===== src/rtl/load_cell_adc_reader_with_tare_macros.svh =====
// Assertion macros shared by the load-cell reader RTL.
`ifndef LOAD_CELL_ADC_READER_WITH_TARE_MACROS_SVH
`define LOAD_CELL_ADC_READER_WITH_TARE_MACROS_SVH

// Same-cycle implication, held off during reset.
`define LCAR_ASSERT_NOW(label, clk, rst_n, ante, cons) \
    label: assert property (@(posedge clk) disable iff (!rst_n) (ante) |-> (cons)) \
        else $error("lcar assertion failed");

// Next-cycle implication, held off during reset.
`define LCAR_ASSERT_NEXT(label, clk, rst_n, ante, cons) \
    label: assert property (@(posedge clk) disable iff (!rst_n) (ante) |=> (cons)) \
        else $error("lcar assertion failed");

`endif


===== src/rtl/lcar_pkg.sv =====
// Shared constants, types and codes for the load-cell reader.
package lcar_pkg;

    localparam int DATA_BITS   = 24;
    localparam int TARE_READS  = 5;
    localparam int RAW_W       = 24;
    localparam int READING_W   = 16;
    localparam int NUM_DIGITS  = 5;
    localparam int DIGIT_W     = 4;
    localparam int INTERVAL_W  = 24;
    localparam int HALF_W      = 8;
    localparam int PULSE_W     = 5;
    localparam int CFG_DATA_W  = 24;
    localparam int CFG_INDEX_W = 2;
    localparam int SHIFT_W     = DATA_BITS;
    localparam int READS_W     = $clog2(TARE_READS + 1);
    localparam int TARE_SUM_W  = READING_W + $clog2(TARE_READS);
    localparam int MIN_PULSES  = DATA_BITS + 1;

    // tare = sum / TARE_READS as a reciprocal multiply; exact for sums below 2^22
    localparam int TARE_SHIFT   = 22;
    localparam int TARE_RECIP   = (2**TARE_SHIFT + TARE_READS - 1) / TARE_READS;
    localparam int TARE_RECIP_W = TARE_SHIFT + 1;
    localparam int TARE_PROD_W  = TARE_SUM_W + TARE_RECIP_W;

    // v / 10 for 16-bit v as (v * 52429) >> 19
    localparam int DIV10_RECIP  = 52429;
    localparam int DIV10_SHIFT  = 19;
    localparam int DIV10_PROD_W = DIV10_SHIFT + READING_W;

    // queue depth must be a power of two
    localparam int FIFO_DEPTH = 4;
    localparam int FIFO_PTR_W = $clog2(FIFO_DEPTH);
    localparam int FIFO_CNT_W = $clog2(FIFO_DEPTH + 1);

    localparam logic [INTERVAL_W-1:0] SAMPLE_INTERVAL_RST = INTERVAL_W'(1000000);
    localparam logic [HALF_W-1:0]     HALF_PERIOD_RST     = HALF_W'(10);
    localparam logic [PULSE_W-1:0]    GAIN_PULSES_RST     = PULSE_W'(25);

    localparam logic [CFG_INDEX_W-1:0] CFG_SAMPLE_INTERVAL = CFG_INDEX_W'(0);
    localparam logic [CFG_INDEX_W-1:0] CFG_HALF_PERIOD     = CFG_INDEX_W'(1);
    localparam logic [CFG_INDEX_W-1:0] CFG_GAIN_PULSES     = CFG_INDEX_W'(2);

    typedef enum logic [1:0] {
        PH_WAIT,
        PH_HIGH,
        PH_LOW,
        PH_IDLE
    } lcar_phase_t;

    typedef logic [DIGIT_W-1:0] lcar_digit_t;

    typedef struct packed {
        logic                 sck_level;
        logic                 tare_done;
        logic                 net_valid;
        logic [READING_W-1:0] net_value;
    } lcar_rec_t;

endpackage


===== src/rtl/lcar_if.sv =====
// Channel interfaces: converter ticks in, per-tick results out.
interface lcar_tick_if;
    logic valid;
    logic ready;
    logic dout_level;

    modport source (output valid, output dout_level, input ready);
    modport sink (input valid, input dout_level, output ready);
endinterface

interface lcar_result_if import lcar_pkg::*; ();
    logic                 valid;
    logic                 ready;
    logic                 sck_level;
    logic                 tare_done;
    logic                 net_valid;
    logic [READING_W-1:0] net_value;
    lcar_digit_t          digit_units;
    lcar_digit_t          digit_tens;
    lcar_digit_t          digit_hundreds;
    lcar_digit_t          digit_thousands;
    lcar_digit_t          digit_tenthousands;

    modport source (
        output valid, output sck_level, output tare_done, output net_valid,
        output net_value, output digit_units, output digit_tens,
        output digit_hundreds, output digit_thousands, output digit_tenthousands,
        input ready
    );
    modport sink (
        input valid, input sck_level, input tare_done, input net_valid,
        input net_value, input digit_units, input digit_tens,
        input digit_hundreds, input digit_thousands, input digit_tenthousands,
        output ready
    );
endinterface


===== src/rtl/lcar_fifo.sv =====
// Short record queue between the tick front end and the digit pipeline.
`include "load_cell_adc_reader_with_tare_macros.svh"

module lcar_fifo import lcar_pkg::*; (
    input  logic      clk,
    input  logic      rst_n,
    input  logic      push_valid,
    input  lcar_rec_t push_rec,
    output logic      push_ready,
    input  logic      pop,
    output logic      head_valid,
    output lcar_rec_t head_rec
);

    lcar_rec_t              mem_reg [FIFO_DEPTH];
    logic [FIFO_PTR_W-1:0]  wr_ptr_reg, wr_ptr_next;
    logic [FIFO_PTR_W-1:0]  rd_ptr_reg, rd_ptr_next;
    logic [FIFO_CNT_W-1:0]  count_reg, count_next;
    logic                   push;

    assign push_ready = (count_reg != FIFO_CNT_W'(FIFO_DEPTH));
    assign push       = push_valid && push_ready;
    assign head_valid = (count_reg != '0);
    assign head_rec   = mem_reg[rd_ptr_reg];

    always_comb
    begin
        wr_ptr_next = push ? wr_ptr_reg + FIFO_PTR_W'(1) : wr_ptr_reg;
        rd_ptr_next = pop ? rd_ptr_reg + FIFO_PTR_W'(1) : rd_ptr_reg;
        count_next  = count_reg;
        if (push && !pop)
        begin
            count_next = count_reg + FIFO_CNT_W'(1);
        end
        else if (pop && !push)
        begin
            count_next = count_reg - FIFO_CNT_W'(1);
        end
    end

    always_ff @(posedge clk or negedge rst_n)
    begin
        if (!rst_n)
        begin
            wr_ptr_reg <= '0;
            rd_ptr_reg <= '0;
            count_reg  <= '0;
        end
        else
        begin
            wr_ptr_reg <= wr_ptr_next;
            rd_ptr_reg <= rd_ptr_next;
            count_reg  <= count_next;
        end
    end

    always_ff @(posedge clk)
    begin
        if (push)
        begin
            mem_reg[wr_ptr_reg] <= push_rec;
        end
    end

    `LCAR_ASSERT_NOW(a_no_pop_when_empty, clk, rst_n, pop, head_valid)
    `LCAR_ASSERT_NEXT(a_count_up, clk, rst_n, push && !pop, count_reg == $past(count_reg) + FIFO_CNT_W'(1))
    `LCAR_ASSERT_NEXT(a_count_down, clk, rst_n, pop && !push, count_reg == $past(count_reg) - FIFO_CNT_W'(1))

endmodule


===== src/rtl/lcar_front.sv =====
// Tick front end: config registers, serial clock sequencer, tare and net value.
`include "load_cell_adc_reader_with_tare_macros.svh"

module lcar_front import lcar_pkg::*; (
    input  logic                   clk,
    input  logic                   rst_n,
    lcar_tick_if.sink              tick,
    input  logic                   cfg_we,
    input  logic [CFG_INDEX_W-1:0] cfg_index,
    input  logic [CFG_DATA_W-1:0]  cfg_data,
    output logic                   push_valid,
    output lcar_rec_t              push_rec,
    input  logic                   push_ready
);

    logic [INTERVAL_W-1:0] sample_interval_reg, sample_interval_next;
    logic [HALF_W-1:0]     half_period_reg, half_period_next;
    logic [PULSE_W-1:0]    gain_pulses_reg, gain_pulses_next;

    lcar_phase_t           phase_reg, phase_next;
    logic [PULSE_W-1:0]    pulse_index_reg, pulse_index_next;
    logic [HALF_W-1:0]     half_counter_reg, half_counter_next;
    logic [SHIFT_W-1:0]    shift_word_reg, shift_word_next;
    logic [INTERVAL_W-1:0] interval_counter_reg, interval_counter_next;
    logic [TARE_SUM_W-1:0] tare_sum_reg, tare_sum_next;
    logic [READS_W-1:0]    tare_reads_done_reg, tare_reads_done_next;
    logic [READING_W-1:0]  tare_value_reg, tare_value_next;
    logic [READING_W-1:0]  net_reg, net_next;

    logic                   accept;
    logic [PULSE_W-1:0]     total_pulses;
    logic                   was_tared;
    logic                   trigger;
    logic                   half_done;
    logic [PULSE_W-1:0]     pulse_inc;
    logic [RAW_W-1:0]       raw_word;
    logic [RAW_W-1:0]       neg_word;
    logic [READING_W-1:0]   reading;
    logic                   net_valid_now;
    logic [TARE_PROD_W-1:0] tare_prod;

    assign tick.ready = push_ready;
    assign accept     = tick.valid && push_ready;

    // ---- configuration registers ----
    always_comb
    begin
        sample_interval_next = sample_interval_reg;
        half_period_next     = half_period_reg;
        gain_pulses_next     = gain_pulses_reg;
        if (cfg_we)
        begin
            unique case (cfg_index)
                CFG_SAMPLE_INTERVAL: sample_interval_next = cfg_data[INTERVAL_W-1:0];
                CFG_HALF_PERIOD:     half_period_next     = cfg_data[HALF_W-1:0];
                CFG_GAIN_PULSES:     gain_pulses_next     = cfg_data[PULSE_W-1:0];
                default:             ;
            endcase
        end
    end

    // ---- derived values ----
    assign total_pulses = (gain_pulses_reg < PULSE_W'(MIN_PULSES)) ? PULSE_W'(MIN_PULSES)
                                                                     : gain_pulses_reg;
    assign was_tared    = (tare_reads_done_reg == READS_W'(TARE_READS));
    // a zero period compares the same as one
    assign half_done    = ({1'b0, half_counter_reg} + (HALF_W + 1)'(1))
                          >= {1'b0, half_period_reg};
    assign pulse_inc    = pulse_index_reg + PULSE_W'(1);
    assign raw_word     = RAW_W'(shift_word_reg) << (RAW_W - DATA_BITS);
    assign neg_word     = RAW_W'(0) - raw_word;
    assign reading      = neg_word[RAW_W-1 -: READING_W];

    // tare divide; the sum is frozen long before the next use of the tare
    assign tare_prod       = TARE_PROD_W'(tare_sum_reg) * TARE_PROD_W'(TARE_RECIP);
    assign tare_value_next = tare_prod[TARE_SHIFT +: READING_W];

    // ---- next state ----
    always_comb
    begin
        phase_next            = phase_reg;
        pulse_index_next      = pulse_index_reg;
        half_counter_next     = half_counter_reg;
        shift_word_next       = shift_word_reg;
        interval_counter_next = interval_counter_reg;
        tare_sum_next         = tare_sum_reg;
        tare_reads_done_next  = tare_reads_done_reg;
        net_next              = net_reg;
        net_valid_now         = 1'b0;
        trigger               = 1'b0;

        // free-running interval timer once tared
        if (was_tared)
        begin
            if (({1'b0, interval_counter_reg} + (INTERVAL_W + 1)'(1))
                >= {1'b0, sample_interval_reg})
            begin
                interval_counter_next = '0;
                trigger               = 1'b1;
            end
            else
            begin
                interval_counter_next = interval_counter_reg + INTERVAL_W'(1);
            end
        end

        unique case (phase_reg)
            PH_WAIT:
            begin
                if (!tick.dout_level)
                begin
                    phase_next        = PH_HIGH;
                    pulse_index_next  = '0;
                    half_counter_next = '0;
                    shift_word_next   = '0;
                end
            end
            PH_HIGH:
            begin
                if (half_done)
                begin
                    half_counter_next = '0;
                    phase_next        = PH_LOW;
                end
                else
                begin
                    half_counter_next = half_counter_reg + HALF_W'(1);
                end
            end
            PH_LOW:
            begin
                // sample on the first low tick of a data pulse
                if (half_counter_reg == '0 && pulse_index_reg < PULSE_W'(DATA_BITS))
                begin
                    shift_word_next = {shift_word_reg[SHIFT_W-2:0], tick.dout_level};
                end
                if (half_done)
                begin
                    half_counter_next = '0;
                    if (pulse_inc >= total_pulses)
                    begin
                        pulse_index_next = '0;
                        if (!was_tared)
                        begin
                            tare_sum_next        = tare_sum_reg + TARE_SUM_W'(reading);
                            tare_reads_done_next = tare_reads_done_reg + READS_W'(1);
                            if (tare_reads_done_next == READS_W'(TARE_READS))
                            begin
                                phase_next            = PH_IDLE;
                                interval_counter_next = '0;
                            end
                            else
                            begin
                                phase_next = PH_WAIT;
                            end
                        end
                        else
                        begin
                            net_next      = reading - tare_value_reg;
                            net_valid_now = 1'b1;
                            phase_next    = PH_IDLE;
                        end
                    end
                    else
                    begin
                        pulse_index_next = pulse_inc;
                        phase_next       = PH_HIGH;
                    end
                end
                else
                begin
                    half_counter_next = half_counter_reg + HALF_W'(1);
                end
            end
            PH_IDLE:
            begin
                if (trigger)
                begin
                    phase_next = PH_WAIT;
                end
            end
        endcase
    end

    // ---- outputs ----
    always_comb
    begin
        push_valid         = tick.valid;
        push_rec.sck_level = (phase_reg == PH_HIGH);
        push_rec.tare_done = (tare_reads_done_next == READS_W'(TARE_READS));
        push_rec.net_valid = net_valid_now;
        push_rec.net_value = net_next;
    end

    always_ff @(posedge clk or negedge rst_n)
    begin
        if (!rst_n)
        begin
            sample_interval_reg <= SAMPLE_INTERVAL_RST;
            half_period_reg     <= HALF_PERIOD_RST;
            gain_pulses_reg     <= GAIN_PULSES_RST;
        end
        else
        begin
            sample_interval_reg <= sample_interval_next;
            half_period_reg     <= half_period_next;
            gain_pulses_reg     <= gain_pulses_next;
        end
    end

    always_ff @(posedge clk or negedge rst_n)
    begin
        if (!rst_n)
        begin
            phase_reg            <= PH_WAIT;
            pulse_index_reg      <= '0;
            half_counter_reg     <= '0;
            shift_word_reg       <= '0;
            interval_counter_reg <= '0;
            tare_sum_reg         <= '0;
            tare_reads_done_reg  <= '0;
            tare_value_reg       <= '0;
            net_reg              <= '0;
        end
        else
        begin
            tare_value_reg <= tare_value_next;
            if (accept)
            begin
                phase_reg            <= phase_next;
                pulse_index_reg      <= pulse_index_next;
                half_counter_reg     <= half_counter_next;
                shift_word_reg       <= shift_word_next;
                interval_counter_reg <= interval_counter_next;
                tare_sum_reg         <= tare_sum_next;
                tare_reads_done_reg  <= tare_reads_done_next;
                net_reg              <= net_next;
            end
        end
    end

    `LCAR_ASSERT_NOW(a_idle_only_after_tare, clk, rst_n, accept && phase_reg == PH_IDLE, was_tared)
    `LCAR_ASSERT_NEXT(a_net_then_idle, clk, rst_n, accept && push_rec.net_valid, phase_reg == PH_IDLE)
    `LCAR_ASSERT_NEXT(a_start_pulse, clk, rst_n, accept && phase_reg == PH_WAIT && !tick.dout_level, phase_reg == PH_HIGH && pulse_index_reg == '0)

endmodule


===== src/rtl/lcar_digits.sv =====
// Back end: five-stage decimal split of the net value, last stage is the output register.
module lcar_digits import lcar_pkg::*; (
    input  logic          clk,
    input  logic          rst_n,
    input  logic          head_valid,
    input  lcar_rec_t     head_rec,
    output logic          pop,
    lcar_result_if.source result
);

    localparam int LAST = NUM_DIGITS - 1;

    typedef struct packed {
        lcar_rec_t                      rec;
        logic [READING_W-1:0]           quot;
        lcar_digit_t [NUM_DIGITS-1:0]   digits;
    } stage_t;

    typedef struct packed {
        logic [READING_W-1:0] quot;
        lcar_digit_t          rem;
    } div10_t;

    function automatic div10_t div10(input logic [READING_W-1:0] v);
        logic [DIV10_PROD_W-1:0] prod;
        logic [READING_W-1:0]    q;
        logic [READING_W-1:0]    r;
        div10_t                  res;
        prod     = DIV10_PROD_W'(v) * DIV10_PROD_W'(DIV10_RECIP);
        q        = prod[DIV10_SHIFT +: READING_W];
        r        = v - (q << 3) - (q << 1);
        res.quot = q;
        res.rem  = r[DIGIT_W-1:0];
        return res;
    endfunction

    logic   stage_vld_reg [NUM_DIGITS];
    logic   stage_vld_next [NUM_DIGITS];
    stage_t stage_reg [NUM_DIGITS];
    stage_t stage_next [NUM_DIGITS];
    div10_t dv [NUM_DIGITS];
    logic   advance;

    // whole pipe moves when the output slot is free or being taken
    assign advance = !stage_vld_reg[LAST] || result.ready;
    assign pop     = advance && head_valid;

    always_comb
    begin
        dv[0]                = div10(head_rec.net_value);
        stage_vld_next[0]    = head_valid;
        stage_next[0].rec    = head_rec;
        stage_next[0].quot   = dv[0].quot;
        stage_next[0].digits = '0;
        stage_next[0].digits[0] = dv[0].rem;
        for (int i = 1; i < NUM_DIGITS; i++)
        begin
            dv[i]                   = div10(stage_reg[i-1].quot);
            stage_vld_next[i]       = stage_vld_reg[i-1];
            stage_next[i]           = stage_reg[i-1];
            stage_next[i].quot      = dv[i].quot;
            stage_next[i].digits[i] = dv[i].rem;
        end
    end

    always_ff @(posedge clk or negedge rst_n)
    begin
        if (!rst_n)
        begin
            for (int i = 0; i < NUM_DIGITS; i++)
            begin
                stage_vld_reg[i] <= 1'b0;
            end
        end
        else if (advance)
        begin
            for (int i = 0; i < NUM_DIGITS; i++)
            begin
                stage_vld_reg[i] <= stage_vld_next[i];
            end
        end
    end

    always_ff @(posedge clk)
    begin
        if (advance)
        begin
            for (int i = 0; i < NUM_DIGITS; i++)
            begin
                stage_reg[i] <= stage_next[i];
            end
        end
    end

    assign result.valid              = stage_vld_reg[LAST];
    assign result.sck_level          = stage_reg[LAST].rec.sck_level;
    assign result.tare_done          = stage_reg[LAST].rec.tare_done;
    assign result.net_valid          = stage_reg[LAST].rec.net_valid;
    assign result.net_value          = stage_reg[LAST].rec.net_value;
    assign result.digit_units        = stage_reg[LAST].digits[0];
    assign result.digit_tens         = stage_reg[LAST].digits[1];
    assign result.digit_hundreds     = stage_reg[LAST].digits[2];
    assign result.digit_thousands    = stage_reg[LAST].digits[3];
    assign result.digit_tenthousands = stage_reg[LAST].digits[4];

endmodule


===== src/rtl/load_cell_adc_reader_with_tare.sv =====
// Top level of the load-cell converter reader with tare.
//
//  channel   dir   handshake            payload
//  tick      in    valid/ready          dout_level
//  result    out   valid/ready          sck_level, tare_done, net_valid, net_value,
//                                       digit_units .. digit_tenthousands
//  cfg       in    cfg_we (no stall)    cfg_index, cfg_data
//
// One tick transaction per cycle while tick.ready is high, one result transaction per tick.
// A tick passes through the queue, then through the digit pipe stages to the result
// (one divide-by-ten multiplier per stage sets the depth).
// rst_n is asynchronous; no clearing pass, the block takes ticks right after reset.
// result.ready low with a result waiting freezes the digit pipe; the four-entry queue soaks up ticks until
// it fills, then tick.ready drops and the sequencer holds its state.
module load_cell_adc_reader_with_tare import lcar_pkg::*; (
    input  logic                   clk,
    input  logic                   rst_n,
    lcar_tick_if.sink              tick,
    lcar_result_if.source          result,
    input  logic                   cfg_we,
    input  logic [CFG_INDEX_W-1:0] cfg_index,
    input  logic [CFG_DATA_W-1:0]  cfg_data
);

    // front end -> queue
    logic      push_valid;
    logic      push_ready;
    lcar_rec_t push_rec;

    // queue -> digit pipe
    logic      head_valid;
    logic      pop;
    lcar_rec_t head_rec;

    // Front end: runs the serial clock sequencer one tick per transaction,
    // accumulates the tare and forms the net value for the tick.
    lcar_front u_front (
        .clk        (clk),
        .rst_n      (rst_n),
        .tick       (tick),
        .cfg_we     (cfg_we),
        .cfg_index  (cfg_index),
        .cfg_data   (cfg_data),
        .push_valid (push_valid),
        .push_rec   (push_rec),
        .push_ready (push_ready)
    );

    // Queue: decouples the sequencer from output back-pressure.
    lcar_fifo u_fifo (
        .clk        (clk),
        .rst_n      (rst_n),
        .push_valid (push_valid),
        .push_rec   (push_rec),
        .push_ready (push_ready),
        .pop        (pop),
        .head_valid (head_valid),
        .head_rec   (head_rec)
    );

    // Back end: decimal digits, one per stage; the last stage is the output register.
    lcar_digits u_digits (
        .clk        (clk),
        .rst_n      (rst_n),
        .head_valid (head_valid),
        .head_rec   (head_rec),
        .pop        (pop),
        .result     (result)
    );

endmodule


===== src/flat_wrapper.sv =====
// flat-port wrapper written by rule: the top's interface ports become plain ports
module load_cell_adc_reader_with_tare_flat import lcar_pkg::*;
  (clk, rst_n, cfg_we, cfg_index, cfg_data, tick_valid, tick_dout_level, tick_ready, result_valid, result_sck_level, result_tare_done, result_net_valid, result_net_value, result_digit_units, result_digit_tens, result_digit_hundreds, result_digit_thousands, result_digit_tenthousands, result_ready);
  lcar_tick_if tick_i ();
  lcar_result_if result_i ();
  input  logic clk;
  input  logic rst_n;
  input  logic cfg_we;
  input  logic [CFG_INDEX_W-1:0] cfg_index;
  input  logic [CFG_DATA_W-1:0] cfg_data;
  input wire logic [$bits(tick_i.valid)-1:0] tick_valid;
  input wire logic [$bits(tick_i.dout_level)-1:0] tick_dout_level;
  output wire logic [$bits(tick_i.ready)-1:0] tick_ready;
  output wire logic [$bits(result_i.valid)-1:0] result_valid;
  output wire logic [$bits(result_i.sck_level)-1:0] result_sck_level;
  output wire logic [$bits(result_i.tare_done)-1:0] result_tare_done;
  output wire logic [$bits(result_i.net_valid)-1:0] result_net_valid;
  output wire logic [$bits(result_i.net_value)-1:0] result_net_value;
  output wire logic [$bits(result_i.digit_units)-1:0] result_digit_units;
  output wire logic [$bits(result_i.digit_tens)-1:0] result_digit_tens;
  output wire logic [$bits(result_i.digit_hundreds)-1:0] result_digit_hundreds;
  output wire logic [$bits(result_i.digit_thousands)-1:0] result_digit_thousands;
  output wire logic [$bits(result_i.digit_tenthousands)-1:0] result_digit_tenthousands;
  input wire logic [$bits(result_i.ready)-1:0] result_ready;
  assign tick_i.valid = tick_valid;
  assign tick_i.dout_level = tick_dout_level;
  assign tick_ready = tick_i.ready;
  assign result_valid = result_i.valid;
  assign result_sck_level = result_i.sck_level;
  assign result_tare_done = result_i.tare_done;
  assign result_net_valid = result_i.net_valid;
  assign result_net_value = result_i.net_value;
  assign result_digit_units = result_i.digit_units;
  assign result_digit_tens = result_i.digit_tens;
  assign result_digit_hundreds = result_i.digit_hundreds;
  assign result_digit_thousands = result_i.digit_thousands;
  assign result_digit_tenthousands = result_i.digit_tenthousands;
  assign result_i.ready = result_ready;
  load_cell_adc_reader_with_tare u_core (.clk(clk), .rst_n(rst_n), .tick(tick_i), .result(result_i), .cfg_we(cfg_we), .cfg_index(cfg_index), .cfg_data(cfg_data));
endmodule

===== config.mk =====
export PLATFORM = sky130hd
export DESIGN_NAME = load_cell_adc_reader_with_tare_flat
export DESIGN_NICKNAME = d
export VERILOG_FILES = /design/src/rtl/lcar_pkg.sv /design/src/rtl/lcar_if.sv /design/src/rtl/lcar_fifo.sv /design/src/rtl/lcar_front.sv /design/src/rtl/lcar_digits.sv /design/src/rtl/load_cell_adc_reader_with_tare.sv /design/src/flat_wrapper.sv
export VERILOG_INCLUDE_DIRS = /design/src /design/src/rtl
export SDC_FILE = /design/constraint.sdc
export NUM_CORES = 2
export LEC_CHECK = 0
export BUFFER_PORTS_ARGS = -buffer_cell sky130_fd_sc_hd__buf_2
export CORE_MARGIN = 10
export CORE_UTILIZATION = 30
export DETAILED_ROUTE_END_ITERATION = 7
export MAX_ROUTING_LAYER = met4
export PLACE_DENSITY = 0.43
export SYNTH_ARGS = -nofsm -noshare
export SYNTH_HDL_FRONTEND = slang
export SYNTH_SLANG_ARGS = --single-unit

===== constraint.sdc =====
create_clock -name clk -period 8.1 [get_ports clk]
set_input_delay 1.215 -clock clk [delete_from_list [all_inputs] [get_ports clk]]
set_output_delay 1.215 -clock clk [all_outputs]
set_load 0.02 [all_outputs]

==> results.json <==
{
  "status": "finished clean",
  "cts_resized": 0,
  "r2r_slack_ns": 1.00,
  "cts_tree": "done",
  "synth_top_cell_by_area": "ha_1",
  "fin_nets": 5121,
  "max-clock-path-buffers": 3,
  "place.gp.congestion": 0.852,
  "synth-compound-area-share": 0.0556,
  "fin_skew_ns": 0.0380,
  "startpoint_type": "register",
  "final.min_clock_period_ns": 7.10,
  "finalCritPeriodShare": 0.876,
  "antenna_found_initial": 4,
  "yosysUniqueCellTypes": 77,
  "syn_area_mm2": 0.0423,
  "critPathMaxFanout": 8,
  "drcViolationCount": 0,
  "layout-drive-gt1-share": 0.0723,
  "largest_register_ff_count": 202,
  "die_x_um": 395,
  "worstMarginPinSlew_ns": 1.15,
  "cts_buffers": 58,
  "core-area_mm2": 0.140,
  "synth_top_area_share": 0.242,
  "synth_mux_area_frac": 0.0215,
  "rows": 137,
  "slew_viol_final": 0,
  "post-cts-setup-buffers": 0,
  "grt_pass1_wl_mm": 153,
  "path_class": "register to register",
  "die_area_mm2": 0.156,
  "clock_sinks": 444,
  "avgSynthCellArea_um2": 11.2,
  "antenna_left": 0,
  "cpMaxStageDelayCell": "dfrtp_1",
  "critical_path_required_ns": 8.51,
  "start_util": 0.303,
  "async_flop_share": 0.374,
  "ys_seq_area_frac": 0.296,
  "synth_area_leaders": "ha_1 24%, fa_1 20%, edfxtp_1 20%",
  "clk_pin_slew_ns": 0.06,
  "slew_headroom": 0.228,
  "max_stage_delay_ns": 0.62,
  "max_cap_viol_count": 0,
  "drtPass1Iterations": 5,
  "nFillCells": 14100,
  "arrival_ns": 7.51,
  "place.port_buffers": 72,
  "drtIter0Drc": 1045,
  "hold_path_class": "register to register",
  "synthSimpleGateAreaFrac": 0.0620,
  "root_buffer": "clkbuf_16",
  "htreeDepth": 2,
  "grt_remaining_overflow": 0,
  "ctsHoldBuffers": 0,
  "synth_flop_cell": "edfxtp_1",
  "ys_warn_count": 0,
  "fmax_mhz": 141,
  "wl_per_cell_um": 16.2,
  "synth-edff-count": 278,
  "synth_cells": 3778,
  "worstSetupEndpointType": "register",
  "grt.total_usage": 0.125,
  "via_count": 25200,
  "die_y_um": 395,
  "final-hold-violation-count": 0,
  "synth_top_family_by_area": "adder cells",
  "synthTopCellsByCount": "885 x inv_1, 817 x ha_1, 418 x fa_1, 278 x edfxtp_1, 204 x nand2_1",
  "grt_max_degree": 74,
  "rsz0062_at_grt": "no",
  "vias_per_cell": 4.35,
  "dp_hpwl_mm": 77.0,
  "first_global_vias": 27200,
  "num_io_pins": 73,
  "clk_latency_ns": 0.68,
  "finalSetupViolCount": 0,
  "ys_ff_latch": 444,
  "drt_wl_total_mm": 93.3,
  "synth_most_common_cell": "inv_1",
  "synth-adder-area-share": 0.440,
  "synthXorXnorAreaFrac": 0.0366,
  "tns_ns": 0,
  "areaGrowthSynthToFinish_pct": 10.4
}
cells by family after synthesis:
logic type	Yosys count
simple gates	550
xor+xnor	176
fa+ha+maj	1235
buf+inv	956
flops	444
mux	62
other cells	1
compound gates	354
cells in the final DEF (no fill, tap or decap), types with 9 or more instances in the layout:
| cell | count |
|---|---|
| clkinvlp_4 | 9 |
| a211oi_1 | 12 |
| nand2b_1 | 17 |
| xor2_1 | 55 |
| mux4_2 | 19 |
| a31oi_1 | 10 |
| a32o_1 | 16 |
| edfxtp_1 | 278 |
| nand2_1 | 204 |
| buf_4 | 14 |
| dfstp_2 | 12 |
| nor2_1 | 111 |
| xnor2_1 | 120 |
| nand4_1 | 25 |
| a21o_1 | 48 |
| ha_1 | 817 |
| buf_2 | 71 |
| inv_1 | 884 |
| dfrtp_1 | 154 |
| a21oi_1 | 73 |
| o21bai_1 | 10 |
| o21ai_0 | 98 |
| nand3_1 | 71 |
| nor4_1 | 11 |
| o21a_1 | 19 |
| clkinv_2 | 9 |
| nor3_1 | 25 |
| mux2_2 | 39 |
| or3_1 | 11 |
| nor2b_1 | 19 |
| and3_1 | 13 |
| fa_1 | 418 |
| clkbuf_16 | 58 |
worst max-delay path: cells and delay by family, from the launching register on:
kind	cells	cell delay (ns)
AO/OA/AOI/OAI	4	1.14
XOR/XNOR	2	0.28
adder cells (fa/ha/maj)	8	3.25
buffers and inverters	5	0.47
flip-flops	1	0.62
multiplexers	1	0.62
AND/OR/NAND/NOR	5	0.44
final cells by class:
| type | instances | area (µm²) | share of cell area |
|---|---|---|---|
| clock inverters | 44 | 500 | 0.0107 |
| diodes | 2 | 5.00 | 0.000107 |
| multi-input cells | 2379 | 26000 | 0.558 |
| inverters | 885 | 3330 | 0.0713 |
| well taps | 1876 | 2350 | 0.0503 |
| repair buffers | 86 | 474 | 0.0102 |
| clock buffers | 64 | 1470 | 0.0316 |
| flip-flops and latches | 444 | 12500 | 0.268 |
stage by stage:
step	area (µm²)	utilization	cells	hold WS (ns)	worst slack, ns
after global placement	44700	0.320	5670	0.402	1.03
after detailed placement	44700	0.320	5670	0.405	0.923
final	46700	0.334	5780	0.407	1.00
after floorplan	42300	-	3779	0.400	0.869
after CTS	46700	0.334	5778	0.408	0.905
after global routing	46700	0.334	5780	0.420	0.424
worst paths after layout:
path	startpoint	endpoint	cells after the start
setup / recovery	u_core.u_fifo.rd_ptr_reg[0]	u_core.u_digits.stage_reg[0][3]	25
hold reg to reg	u_core.u_digits.stage_reg[0][56]	u_core.u_digits.stage_reg[0][108]	0
max in group asynchronous	rst_n	u_core.u_front.sample_interval_reg[15]	2
min in group asynchronous	rst_n	u_core.u_fifo.rd_ptr_reg[1]	1
setup reg to reg	u_core.u_fifo.rd_ptr_reg[0]	u_core.u_digits.stage_reg[0][3]	25
hold / removal	u_core.u_digits.stage_reg[0][56]	u_core.u_digits.stage_reg[0][108]	0
per-layer routing:
layer | up-vias | track usage | wire, µm
li1 | 12600 | - | -
met1 | 12200 | 0.162 | 44100
met2 | 220 | 0.205 | 44300
met3 | 88 | 0.0226 | 3350
met4 | 0 | 0.0240 | 1590
met5 | - | - | 0
Power is left out: the tool's default activity adds up to more than one toggle a clock period on the data nets, which glitch-free logic cannot reach.
